<file path="config.mk">
export PLATFORM = sky130hd
export DESIGN_NAME = fraction_arith_reduce_top
export DESIGN_NICKNAME = d
export VERILOG_FILES = /design/src/hdl/far_pkg.sv /design/src/hdl/fraction_arith_reduce_top.sv
export SDC_FILE = /design/constraint.sdc
export NUM_CORES = 2
export LEC_CHECK = 0
export BUFFER_PORTS_ARGS = -buffer_cell sky130_fd_sc_hd__buf_2
export CORE_MARGIN = 4
export CORE_UTILIZATION = 40
export DETAILED_ROUTE_END_ITERATION = 12
export GPL_ROUTABILITY_DRIVEN = 0
export GPL_TIMING_DRIVEN = 0
export PLACE_DENSITY_LB_ADDON = 0.05
export REMOVE_ABC_BUFFERS = 1
export SETUP_SLACK_MARGIN = 0.1
export SYNTH_ARGS = -nofsm -noshare
export SYNTH_HDL_FRONTEND = slang
export SYNTH_SLANG_ARGS = --single-unit
</file>
<file path="constraint.sdc">
create_clock -name aclk -period 10.5 [get_ports aclk]
set_input_delay 0 -clock aclk [delete_from_list [all_inputs] [get_ports aclk]]
set_output_delay 0 -clock aclk [all_outputs]
set_load 0.01 [all_outputs]
</file>
<file path="src/hdl/far_pkg.sv">
// Package for the fraction arithmetic and reduction block.
// Holds the operation codes and sequencer states; depends on nothing.
package far_pkg;
    typedef enum logic [1:0] {
        OP_ADD = 2'd0,
        OP_SUB = 2'd1,
        OP_MUL = 2'd2,
        OP_DIV = 2'd3
    } op_t;

    typedef enum logic [2:0] {
        ST_IDLE,
        ST_MUL1,
        ST_MUL2,
        ST_COMB,
        ST_GCD,
        ST_DIVN,
        ST_DIVD,
        ST_OUT
    } state_t;
endpackage

</file>
<file path="src/hdl/fraction_arith_reduce_top.sv">
// Top level of the fraction arithmetic and reduction block.
// Depends on far_pkg for operation codes and sequencer states.
//
// Usage:
//  - Input channel s_valid/s_ready carries one operation and two signed
//    fractions num_a/den_a and num_b/den_b per beat.
//  - Result channel m_valid/m_ready carries the reduced fraction res_num/res_den
//    and status (1 when the raw denominator is zero, with 0/0).
//  - Each beat gives exactly one result beat.
//  - Sequence: the multiply states MUL1 and MUL2, the combine state COMB, then a
//    shared restoring divider of W2 = 2*OPERAND_WIDTH+1 bits. Euclid's loop
//    uses it for one remainder per step, and then the two final divisions
//    (numerator and denominator by the divisor found) use it as well; a zero
//    numerator or denominator skips the divider.
//  - The shared bit-serial divider sets the rate: one item at a time,
//    s_ready is high only while idle.
//  - A stalled receiver holds the result register; no new beat is taken
//    until the result beat completes.
//  - Reset (aresetn low, synchronous) returns the sequencer to idle and
//    drops any result in flight.
module fraction_arith_reduce_top
    import far_pkg::*;
#(
    parameter int OPERAND_WIDTH = 16
) (
    input  logic                            aclk,
    input  logic                            aresetn,
    input  logic                            s_valid,
    output logic                            s_ready,
    input  logic [1:0]                      s_req_type,
    input  logic signed [OPERAND_WIDTH-1:0] s_num_a,
    input  logic signed [OPERAND_WIDTH-1:0] s_den_a,
    input  logic signed [OPERAND_WIDTH-1:0] s_num_b,
    input  logic signed [OPERAND_WIDTH-1:0] s_den_b,
    output logic                            m_valid,
    input  logic                            m_ready,
    output logic signed [32:0]              m_res_num,
    output logic [30:0]                     m_res_den,
    output logic                            m_status
);
    localparam int W  = OPERAND_WIDTH;
    localparam int WP = 2 * W;      // product magnitude width
    localparam int W2 = WP + 1;     // sum magnitude width
    localparam int CW = $clog2(W2 + 1);

    state_t state_reg, state_next;

    // operand magnitudes and signs
    logic [W-1:0]  ma_reg, mb_reg, mc_reg, md_reg;
    logic          sa_reg, sb_reg, sc_reg, sd_reg;
    op_t           op_reg;
    logic [WP-1:0] p1_reg, p2_reg, pm_reg;
    logic          s1_reg, s2_reg, sm_reg;
    logic [W2-1:0] n_reg, m_reg;
    logic          neg_reg;
    logic [W2-1:0] qn_reg;

    // shared divider: dividend shift register, remainder, divisor
    logic [W2-1:0] dq_reg, rem_reg, dv_reg;
    logic [CW-1:0] cnt_reg;
    logic          busy_reg;

    logic [32:0]   onum_reg;
    logic [30:0]   oden_reg;
    logic          ost_reg;

    logic [W-1:0] abs_a, abs_b, abs_c, abs_d;
    assign abs_a = s_num_a[W-1] ? W'(-s_num_a) : W'(s_num_a);
    assign abs_b = s_num_b[W-1] ? W'(-s_num_b) : W'(s_num_b);
    assign abs_c = s_den_a[W-1] ? W'(-s_den_a) : W'(s_den_a);
    assign abs_d = s_den_b[W-1] ? W'(-s_den_b) : W'(s_den_b);

    // divider step: shift one dividend bit into the remainder
    logic [W2:0]   trial;
    logic [W2-1:0] shifted;
    logic          fits;
    assign shifted = {rem_reg[W2-2:0], dq_reg[W2-1]};
    assign trial   = {1'b0, shifted} - {1'b0, dv_reg};
    assign fits    = ~trial[W2] | rem_reg[W2-1];
    logic          div_done;
    assign div_done = busy_reg && (cnt_reg == CW'(W2 - 1));

    // combine signed products into the raw numerator
    logic [W2-1:0] ext1, ext2, cmag;
    logic          csign, s2eff;
    always_comb begin
        ext1  = {1'b0, p1_reg};
        ext2  = {1'b0, p2_reg};
        s2eff = (op_reg == OP_SUB) ? ~s2_reg : s2_reg;
        if (op_reg == OP_MUL || op_reg == OP_DIV) begin
            cmag  = ext1;
            csign = s1_reg;
        end else if (s1_reg == s2eff) begin
            cmag  = ext1 + ext2;
            csign = s1_reg;
        end else if (ext1 >= ext2) begin
            cmag  = ext1 - ext2;
            csign = s1_reg;
        end else begin
            cmag  = ext2 - ext1;
            csign = s2eff;
        end
    end

    always_comb begin
        state_next = state_reg;
        case (state_reg)
            ST_IDLE: if (s_valid) state_next = ST_MUL1;
            ST_MUL1: state_next = ST_MUL2;
            ST_MUL2: state_next = ST_COMB;
            ST_COMB: begin
                if (pm_reg == '0 || cmag == '0) state_next = ST_OUT;
                else                             state_next = ST_GCD;
            end
            ST_GCD:  if (div_done && {trial[W2-1:0]} == '0 && fits)
                         state_next = ST_DIVN;
                     else if (div_done && !fits && shifted == '0)
                         state_next = ST_DIVN;
            ST_DIVN: if (div_done) state_next = ST_DIVD;
            ST_DIVD: if (div_done) state_next = ST_OUT;
            ST_OUT:  if (m_ready) state_next = ST_IDLE;
            default: state_next = ST_IDLE;
        endcase
    end

    always_ff @(posedge aclk) begin
        if (!aresetn) state_reg <= ST_IDLE;
        else          state_reg <= state_next;
    end

    logic [W2-1:0] rem_fin;
    assign rem_fin = fits ? trial[W2-1:0] : shifted;
    logic [W2-1:0] q_fin;
    assign q_fin = {dq_reg[W2-2:0], fits};

    always_ff @(posedge aclk) begin
        if (!aresetn) begin
            busy_reg <= 1'b0;
            cnt_reg  <= '0;
        end else begin
            case (state_reg)
                ST_IDLE: if (s_valid) begin
                    op_reg <= op_t'(s_req_type);
                    ma_reg <= abs_a; sa_reg <= s_num_a[W-1];
                    mb_reg <= abs_b; sb_reg <= s_num_b[W-1];
                    mc_reg <= abs_c; sc_reg <= s_den_a[W-1];
                    md_reg <= abs_d; sd_reg <= s_den_b[W-1];
                end
                ST_MUL1: begin
                    // a*d (or a*b for multiply) first
                    if (op_reg == OP_MUL) begin
                        p1_reg <= WP'(ma_reg * mb_reg); s1_reg <= sa_reg ^ sb_reg;
                    end else begin
                        p1_reg <= WP'(ma_reg * md_reg); s1_reg <= sa_reg ^ sd_reg;
                    end
                    p2_reg <= WP'(mb_reg * mc_reg); s2_reg <= sb_reg ^ sc_reg;
                end
                ST_MUL2: begin
                    if (op_reg == OP_DIV) begin
                        pm_reg <= WP'(mc_reg * mb_reg); sm_reg <= sc_reg ^ sb_reg;
                    end else begin
                        pm_reg <= WP'(mc_reg * md_reg); sm_reg <= sc_reg ^ sd_reg;
                    end
                end
                ST_COMB: begin
                    n_reg   <= cmag;
                    m_reg   <= {1'b0, pm_reg};
                    neg_reg <= csign ^ sm_reg;
                    // start first Euclid remainder: n mod m
                    dq_reg   <= cmag;
                    dv_reg   <= {1'b0, pm_reg};
                    rem_reg  <= '0;
                    cnt_reg  <= '0;
                    busy_reg <= (pm_reg != '0) && (cmag != '0);
                end
                ST_GCD: begin
                    if (div_done) begin
                        cnt_reg <= '0;
                        rem_reg <= '0;
                        if (rem_fin == '0) begin
                            // divisor found and held in dv: start n / g
                            dq_reg <= n_reg;
                        end else begin
                            // advance Euclid: next remainder dv mod rem
                            dq_reg <= dv_reg;
                            dv_reg <= rem_fin;
                        end
                    end else begin
                        rem_reg <= rem_fin;
                        dq_reg  <= q_fin;
                        cnt_reg <= cnt_reg + CW'(1);
                    end
                end
                ST_DIVN: begin
                    if (div_done) begin
                        qn_reg  <= q_fin;
                        cnt_reg <= '0;
                        rem_reg <= '0;
                        dq_reg  <= m_reg;
                    end else begin
                        rem_reg <= rem_fin;
                        dq_reg  <= q_fin;
                        cnt_reg <= cnt_reg + CW'(1);
                    end
                end
                ST_DIVD: begin
                    if (div_done) begin
                        busy_reg <= 1'b0;
                        cnt_reg  <= '0;
                        onum_reg <= neg_reg ? 33'(-{1'b0, qn_reg}) : 33'(qn_reg);
                        oden_reg <= 31'(q_fin);
                        ost_reg  <= 1'b0;
                    end else begin
                        rem_reg <= rem_fin;
                        dq_reg  <= q_fin;
                        cnt_reg <= cnt_reg + CW'(1);
                    end
                end
                default: ;
            endcase
            if (state_reg == ST_COMB) begin
                if (pm_reg == '0) begin
                    onum_reg <= '0; oden_reg <= '0; ost_reg <= 1'b1;
                end else if (cmag == '0) begin
                    onum_reg <= '0; oden_reg <= 31'd1; ost_reg <= 1'b0;
                end
            end
        end
    end

    assign s_ready   = (state_reg == ST_IDLE);
    assign m_valid   = (state_reg == ST_OUT);
    assign m_res_num = onum_reg;
    assign m_res_den = oden_reg;
    assign m_status  = ost_reg;

    // invalid results always carry 0/0
    a_inv_zero: assert property (@(posedge aclk) disable iff (!aresetn)
        (m_valid && m_status) |-> (m_res_num == '0 && m_res_den == '0))
        else $error("invalid result not 0/0");
    // valid results have a nonzero denominator
    a_den_pos: assert property (@(posedge aclk) disable iff (!aresetn)
        (m_valid && !m_status) |-> (m_res_den != '0))
        else $error("valid result with zero denominator");
    // the divider is idle whenever the block can take a beat
    a_idle_div: assert property (@(posedge aclk) disable iff (!aresetn)
        s_ready |-> !busy_reg)
        else $error("divider busy while idle");
endmodule
</file>
Word-level counts from Yosys, hierarchy flattened
Index checks and enable logic that the tools add are counted.
- flip-flop bits (word level): 442
- logic and storage cells: 164
- output and inout port bits: 67
- input bits: 70
- $add $sub $neg: 10
- reduce and logical (&&, ||, !) cells: 34
- $mul: 4
- bitwise logic cells: 8
- $lt $le $gt $ge: 1
- muxes and demuxes: 55
- eq/ne operators: 20
- operators by type and width (operator ; number):
    2-to-1 mux 33 bit ; 18
    2-to-1 mux 31 bit ; 5
    zero test 33 bit ; 4
    one-hot mux 33 bit (4 select lines) ; 1
    multiplier 16 x 16 -> 32 bit ; 4
    one-hot mux 33 bit (3 select lines) ; 1
    one-hot mux 33 bit (2 select lines) ; 1
    subtractor 32 x 32 -> 33 bit ; 2
    2-to-1 mux 32 bit ; 2
    negator 16 bit ; 4
    2-to-1 mux 15 bit ; 4
    subtractor 33 x 33 -> 34 bit ; 1
    adder 32 x 32 -> 33 bit ; 1
    negator 33 bit ; 1
    nonzero test 33 bit ; 1
    greater-or-equal comparator 32 bit ; 1
    zero test 32 bit ; 1
    nonzero test 32 bit ; 1
    one-hot mux 3 bit (8 select lines) ; 1
    2-to-1 mux 3 bit ; 6
    == test 3 bit (second input constant) ; 4
    2-to-1 mux 1 bit ; 12
    != test 2 bit (second input constant) ; 6
    one-hot mux 6 bit (2 select lines) ; 1
    28 further kinds ; 49

Longest topological paths before layout
- depth in word-level cells: 9
- mapped depth: 27
- mapped depth without buffers: 26

Least setup slack after synthesis
No wires, ideal clock.
- kind: reg-to-reg
- start point: register state_reg[1]
- end point: register p1_reg[0] (enable)
- stages on the path, launching flop included: 6
- library setup time: 652 ps
- period minus slack after synthesis: 8028 ps
- setup slack: 2472 ps
- buffers on the path: 4
- required time: 9848 ps
- arrival: 7376 ps
- cell sequence: dfxtp_1 > clkbuf_1 > clkbuf_1 > buf_1 > clkbuf_1 > nor4_1
- cells in the longest elaborated chain, start to end: 2
- RTL lines (item ; line ; source):
    from (decl) ; fraction_arith_reduce_top.sv:46 ; state_t state_reg, state_next;
    from (signal assigned) ; fraction_arith_reduce_top.sv:128 ; else state_reg <= state_next;
    == test 3 x 1 -> 1 bit ; fraction_arith_reduce_top.sv:141 ; case (state_reg)
    AND reduction 2 bit (no line) ; n/a ;
    to (signal assigned) ; fraction_arith_reduce_top.sv:152 ; p1_reg <= WP'(ma_reg * mb_reg); s1_reg <= sa_reg ^ sb_reg;
    to (signal assigned) ; fraction_arith_reduce_top.sv:154 ; p1_reg <= WP'(ma_reg * md_reg); s1_reg <= sa_reg ^ sd_reg;
    to (decl) ; fraction_arith_reduce_top.sv:52 ; logic [WP-1:0] p1_reg, p2_reg, pm_reg;
Every way passes these cells.
A chain may end at the register's enable or synchronous reset.

Final worst setup path
- start point: register ma_reg[10]
- end point: register p1_reg[31] (data pin)
- cells in the longest elaborated chain, start to end: 2
- elaborated cells between the ends (all ways): 3
- those cells by class: 2 x mul; 1 x mux
- RTL lines (item ; line ; source):
    from (decl) ; fraction_arith_reduce_top.sv:49 ; logic [W-1:0] ma_reg, mb_reg, mc_reg, md_reg;
    from (signal assigned) ; fraction_arith_reduce_top.sv:144 ; ma_reg <= abs_a; sa_reg <= s_num_a[W-1];
    multiplier 16 x 16 -> 32 bit, on equally long branches ; fraction_arith_reduce_top.sv:154, fraction_arith_reduce_top.sv:152 ;
    2-to-1 mux 32 bit (*) ; fraction_arith_reduce_top.sv:151 ; if (op_reg == OP_MUL) begin
Mark *: on every way between the ends. The rest lies on a longest branch, timed or not.

==> run_summary.xml <==
<?xml version="1.0" encoding="UTF-8"?>
<metrics>
  <group name="finish">
    <metric name="mostFrequentLayoutCell" unit="">inv_1</metric>
    <metric name="fillers" unit="">14900</metric>
    <metric name="multiInputGateArea" unit="sq um">43100</metric>
    <metric name="final-instance-count-excl-fill" unit="">8999</metric>
    <metric name="layout-area-overhead-vs-synth" unit="%">11.9</metric>
    <metric name="most-common-layout-cells" unit="">1077 x inv_1, 874 x nand2_1, 780 x fa_1</metric>
    <metric name="nets" unit="">8328</metric>
    <metric name="seqCellArea" unit="sq um">13200</metric>
    <metric name="design_area" unit="sq um">69000</metric>
    <metric name="layout.core_utilization" unit="">0.452</metric>
    <metric name="drive_above_1_share" unit="">0.0555</metric>
  </group>
  <group name="yosys">
    <metric name="netlist.area_leader.share" unit="">0.253</metric>
    <metric name="synth-edff-count" unit="">432</metric>
    <metric name="synth.lib_cells_used.distinct" unit="">89</metric>
    <metric name="synth.yosys.warnings" unit="">0</metric>
    <metric name="synthesis.area_per_instance" unit="sq um">8.98</metric>
    <metric name="synth_top_cell_by_area" unit="">fa_1</metric>
    <metric name="yosys_most_used_dff" unit="">edfxtp_1</metric>
    <metric name="synth.area.top_cells" unit="">fa_1 25%, edfxtp_1 21%, ha_1 11%</metric>
    <metric name="synth_seq_area_share" unit="">0.214</metric>
    <metric name="yosys_register_bits" unit="">442</metric>
    <metric name="synth_cells" unit="">6862</metric>
    <metric name="mappedNetlistArea" unit="sq um">61600</metric>
    <metric name="async_flop_share" unit="">0</metric>
  </group>
  <group name="clock_tree">
    <metric name="ctsHoldBuffers" unit="">118</metric>
    <metric name="cts-root-to-sink-buffers" unit="">3</metric>
    <metric name="clk_pin_slew_worst_paths" unit="ns">0.07</metric>
    <metric name="cts-root-buf" unit="">clkbuf_16</metric>
    <metric name="cts_tree" unit="">done</metric>
    <metric name="postCtsResizedCells" unit="">0</metric>
    <metric name="numCtsBuffers" unit="">53</metric>
    <metric name="cts_max_level" unit="">2</metric>
    <metric name="post_cts_buffers" unit="">0</metric>
    <metric name="clkLatencyLatePin" unit="ns">0.66</metric>
    <metric name="clock_sink_count" unit="">442</metric>
  </group>
  <group name="job">
    <metric name="timing.max_cap.violations" unit="">0</metric>
  </group>
  <group name="setup_path">
    <metric name="cpLargestDelayFamily" unit="">adder cells</metric>
    <metric name="worstSetupPathType" unit="">reg2reg</metric>
    <metric name="worst-endpoint-required" unit="ns">10.85</metric>
    <metric name="crit_fanout" unit="">17</metric>
    <metric name="critPathBufInv" unit="">4</metric>
    <metric name="reg2reg_setup_slack" unit="ns">2.02</metric>
    <metric name="cp_slowest_stage_delay" unit="ns">0.95</metric>
    <metric name="crit_path_top_delay_cell" unit="">edfxtp_1</metric>
    <metric name="timing.critical_path.from_type" unit="">register</metric>
    <metric name="path_common_cell" unit="">fa_1</metric>
    <metric name="worstSetupEndpointType" unit="">register</metric>
    <metric name="crit_arrival" unit="ns">8.84</metric>
  </group>
  <group name="drt">
    <metric name="finalWirelength" unit="microns">194000</metric>
    <metric name="via_per_inst" unit="">5.34</metric>
    <metric name="iteration_count_of_the_initial_detailed_routing_pass" unit="">6</metric>
    <metric name="drt-initial-drc-count" unit="">3385</metric>
    <metric name="post_drt_wl_per_cell" unit="microns">21.5</metric>
    <metric name="drc" unit="">0</metric>
    <metric name="drt.antenna.violating_nets" unit="">0</metric>
    <metric name="detailroute.via_count" unit="">48100</metric>
  </group>
  <group name="sta">
    <metric name="finalCritPeriodShare" unit="">0.808</metric>
    <metric name="maxSlewHeadroom" unit="">0.0288</metric>
    <metric name="final-hold-violation-count" unit="">0</metric>
    <metric name="max_freq" unit="GHz">0.118</metric>
    <metric name="timing_max_transition_violations_final" unit="">0</metric>
    <metric name="tightestPinTransition" unit="ns">1.46</metric>
    <metric name="report.final.setup_viol" unit="">0</metric>
    <metric name="finalClockSkew" unit="ns">0.0346</metric>
    <metric name="finalCriticalPeriod" unit="ns">8.48</metric>
    <metric name="setup_repair_after_global_routing_missed_its_margin" unit="">no</metric>
  </group>
  <group name="power">
    <metric name="p_sw_frac" unit="">0.545</metric>
    <metric name="clock_power_share" unit="">0.075</metric>
    <metric name="seq_power_share" unit="">0.131</metric>
    <metric name="max-vdd-ir-drop" unit="uV">375</metric>
    <metric name="power_density" unit="nW/um^2">341</metric>
    <metric name="static-leakage-power" unit="nW">31.7</metric>
    <metric name="pwr-share-comb" unit="">0.794</metric>
    <metric name="net-switching-power" unit="mW">12.8</metric>
    <metric name="cell_internal_pwr" unit="mW">10.7</metric>
    <metric name="design_power_total" unit="mW">23.5</metric>
  </group>
  <group name="placement">
    <metric name="dp_hpwl" unit="microns">153000</metric>
    <metric name="port_buffers" unit="">136</metric>
    <metric name="dp.cells" unit="">8781</metric>
    <metric name="area_of_placed_instances" unit="sq um">66100</metric>
  </group>
  <group name="run_status">
    <metric name="outcome" unit="">finished clean</metric>
  </group>
  <group name="global_route">
    <metric name="pin_count_of_the_biggest_net_entering_global_routing" unit="">82</metric>
    <metric name="grt_antenna_before_repair" unit="">6</metric>
    <metric name="first_pass_grt_wire_length" unit="microns">302000</metric>
    <metric name="track_usage" unit="">0.240</metric>
    <metric name="globalRoute.totalOverflow" unit="">0</metric>
    <metric name="first_global_vias" unit="">49600</metric>
  </group>
  <group name="die">
    <metric name="fp.dieArea" unit="sq um">160000</metric>
    <metric name="core.rowCount" unit="">143</metric>
    <metric name="fp.dieH" unit="microns">401</metric>
    <metric name="boundaryPins" unit="">137</metric>
    <metric name="die_width" unit="microns">401</metric>
    <metric name="initial_utilization" unit="">0.404</metric>
    <metric name="coreArea" unit="sq um">153000</metric>
  </group>
  <group name="hold_path">
    <metric name="timing.hold.worst.class" unit="">in2reg</metric>
  </group>
</metrics>
==> kinds of logic after synthesis <==
kind of cell,synth area share
AND/OR/NAND/NOR,0.172
buffers and inverters,0.0888
adder cells (fa/ha/maj),0.365
AO/OA/AOI/OAI,0.112
flip-flops,0.214
XOR/XNOR,0.0325
multiplexers,0.0164
==> worst paths after layout <==
check                             from  cells after the start                   end
setup / recovery  ma_reg[10]$_DFFE_PP_                     25  p1_reg[31]$_DFFE_PP_
setup reg to reg  ma_reg[10]$_DFFE_PP_                     25  p1_reg[31]$_DFFE_PP_
hold reg to reg   dq_reg[31]$_DFFE_PP_                      0  qn_reg[32]$_DFFE_PP_
hold / removal           s_req_type[1]                      2   op_reg[1]$_DFFE_PP_
==> final cells by class <==
| type | count | area share |
|---|---|---|
| diodes | 2 | 0.0000725 |
| flip-flops and latches | 442 | 0.191 |
| clock inverters | 32 | 0.00365 |
| repair buffers | 368 | 0.0651 |
| clock buffers | 64 | 0.0198 |
| multi-input cells | 4981 | 0.625 |
| well taps | 2030 | 0.0368 |
| inverters | 1080 | 0.0588 |
==> layer usage <==
layer  up-vias  routed length (microns)  global-route usage
met3       225                     9300              0.0258
met2      1246                    87600               0.386
met4         0                     5740              0.0649
li1      22500                        -                   -
met1     24100                    91000               0.346
met5         -                        0                   0
==> worst reg2reg max path, stage by stage, from the launching register on <==
cell	delay, ns
edfxtp_1	0.95
buf_16	0.25
nand2_1	0.11
fa_1	0.51
fa_1	0.58
fa_1	0.45
fa_1	0.54
inv_1	0.05
fa_1	0.47
inv_1	0.05
fa_1	0.49
inv_1	0.04
ha_1	0.34
and2_1	0.18
o21ai_0	0.20
nor4b_1	0.27
a21oi_1	0.16
and4_1	0.25
o31a_1	0.32
o2111ai_1	0.29
a21boi_0	0.21
o31ai_1	0.42
a21oi_1	0.12
a21oi_1	0.19
xnor2_1	0.16
a211oi_1	0.61
==> power by group through the flow <==
stage                     registers [mW]  clock network [mW]  logic (mW)
after floorplan                     2.94                   0        12.5
after global placement              3.25                   0        18.2
after detailed placement            3.12                   0        18.4
after CTS                           3.08                1.82        18.6
after global routing                3.10                1.89        21.1
final                               3.08                1.76        18.7
==> per-stage QoR <==
| step | hold slack, ns | setup slack [ns] | setup TNS [ns] |
|---|---|---|---|
| floorplan | 0.0989 | 2.12 | 0 |
| global placement | 0.242 | -3.50 | -418.56 |
| detailed placement | 0.247 | 1.97 | 0 |
| CTS | 0.0868 | 1.94 | 0 |
| global route | 0.111 | 1.51 | 0 |
| finish | 0.117 | 2.02 | 0 |
==> cell usage after synthesis, types with 89 or more instances <==
cell type	n
fa_1	780
ha_1	552
xnor2_1	140
clkbuf_1	323
and2_1	481
mux2i_1	94
xor2_1	89
inv_1	1077
a21oi_1	334
edfxtp_1	432
o21ai_0	246
nor2_1	465
nand2_1	874
Power figures use the tool's default switching activity.
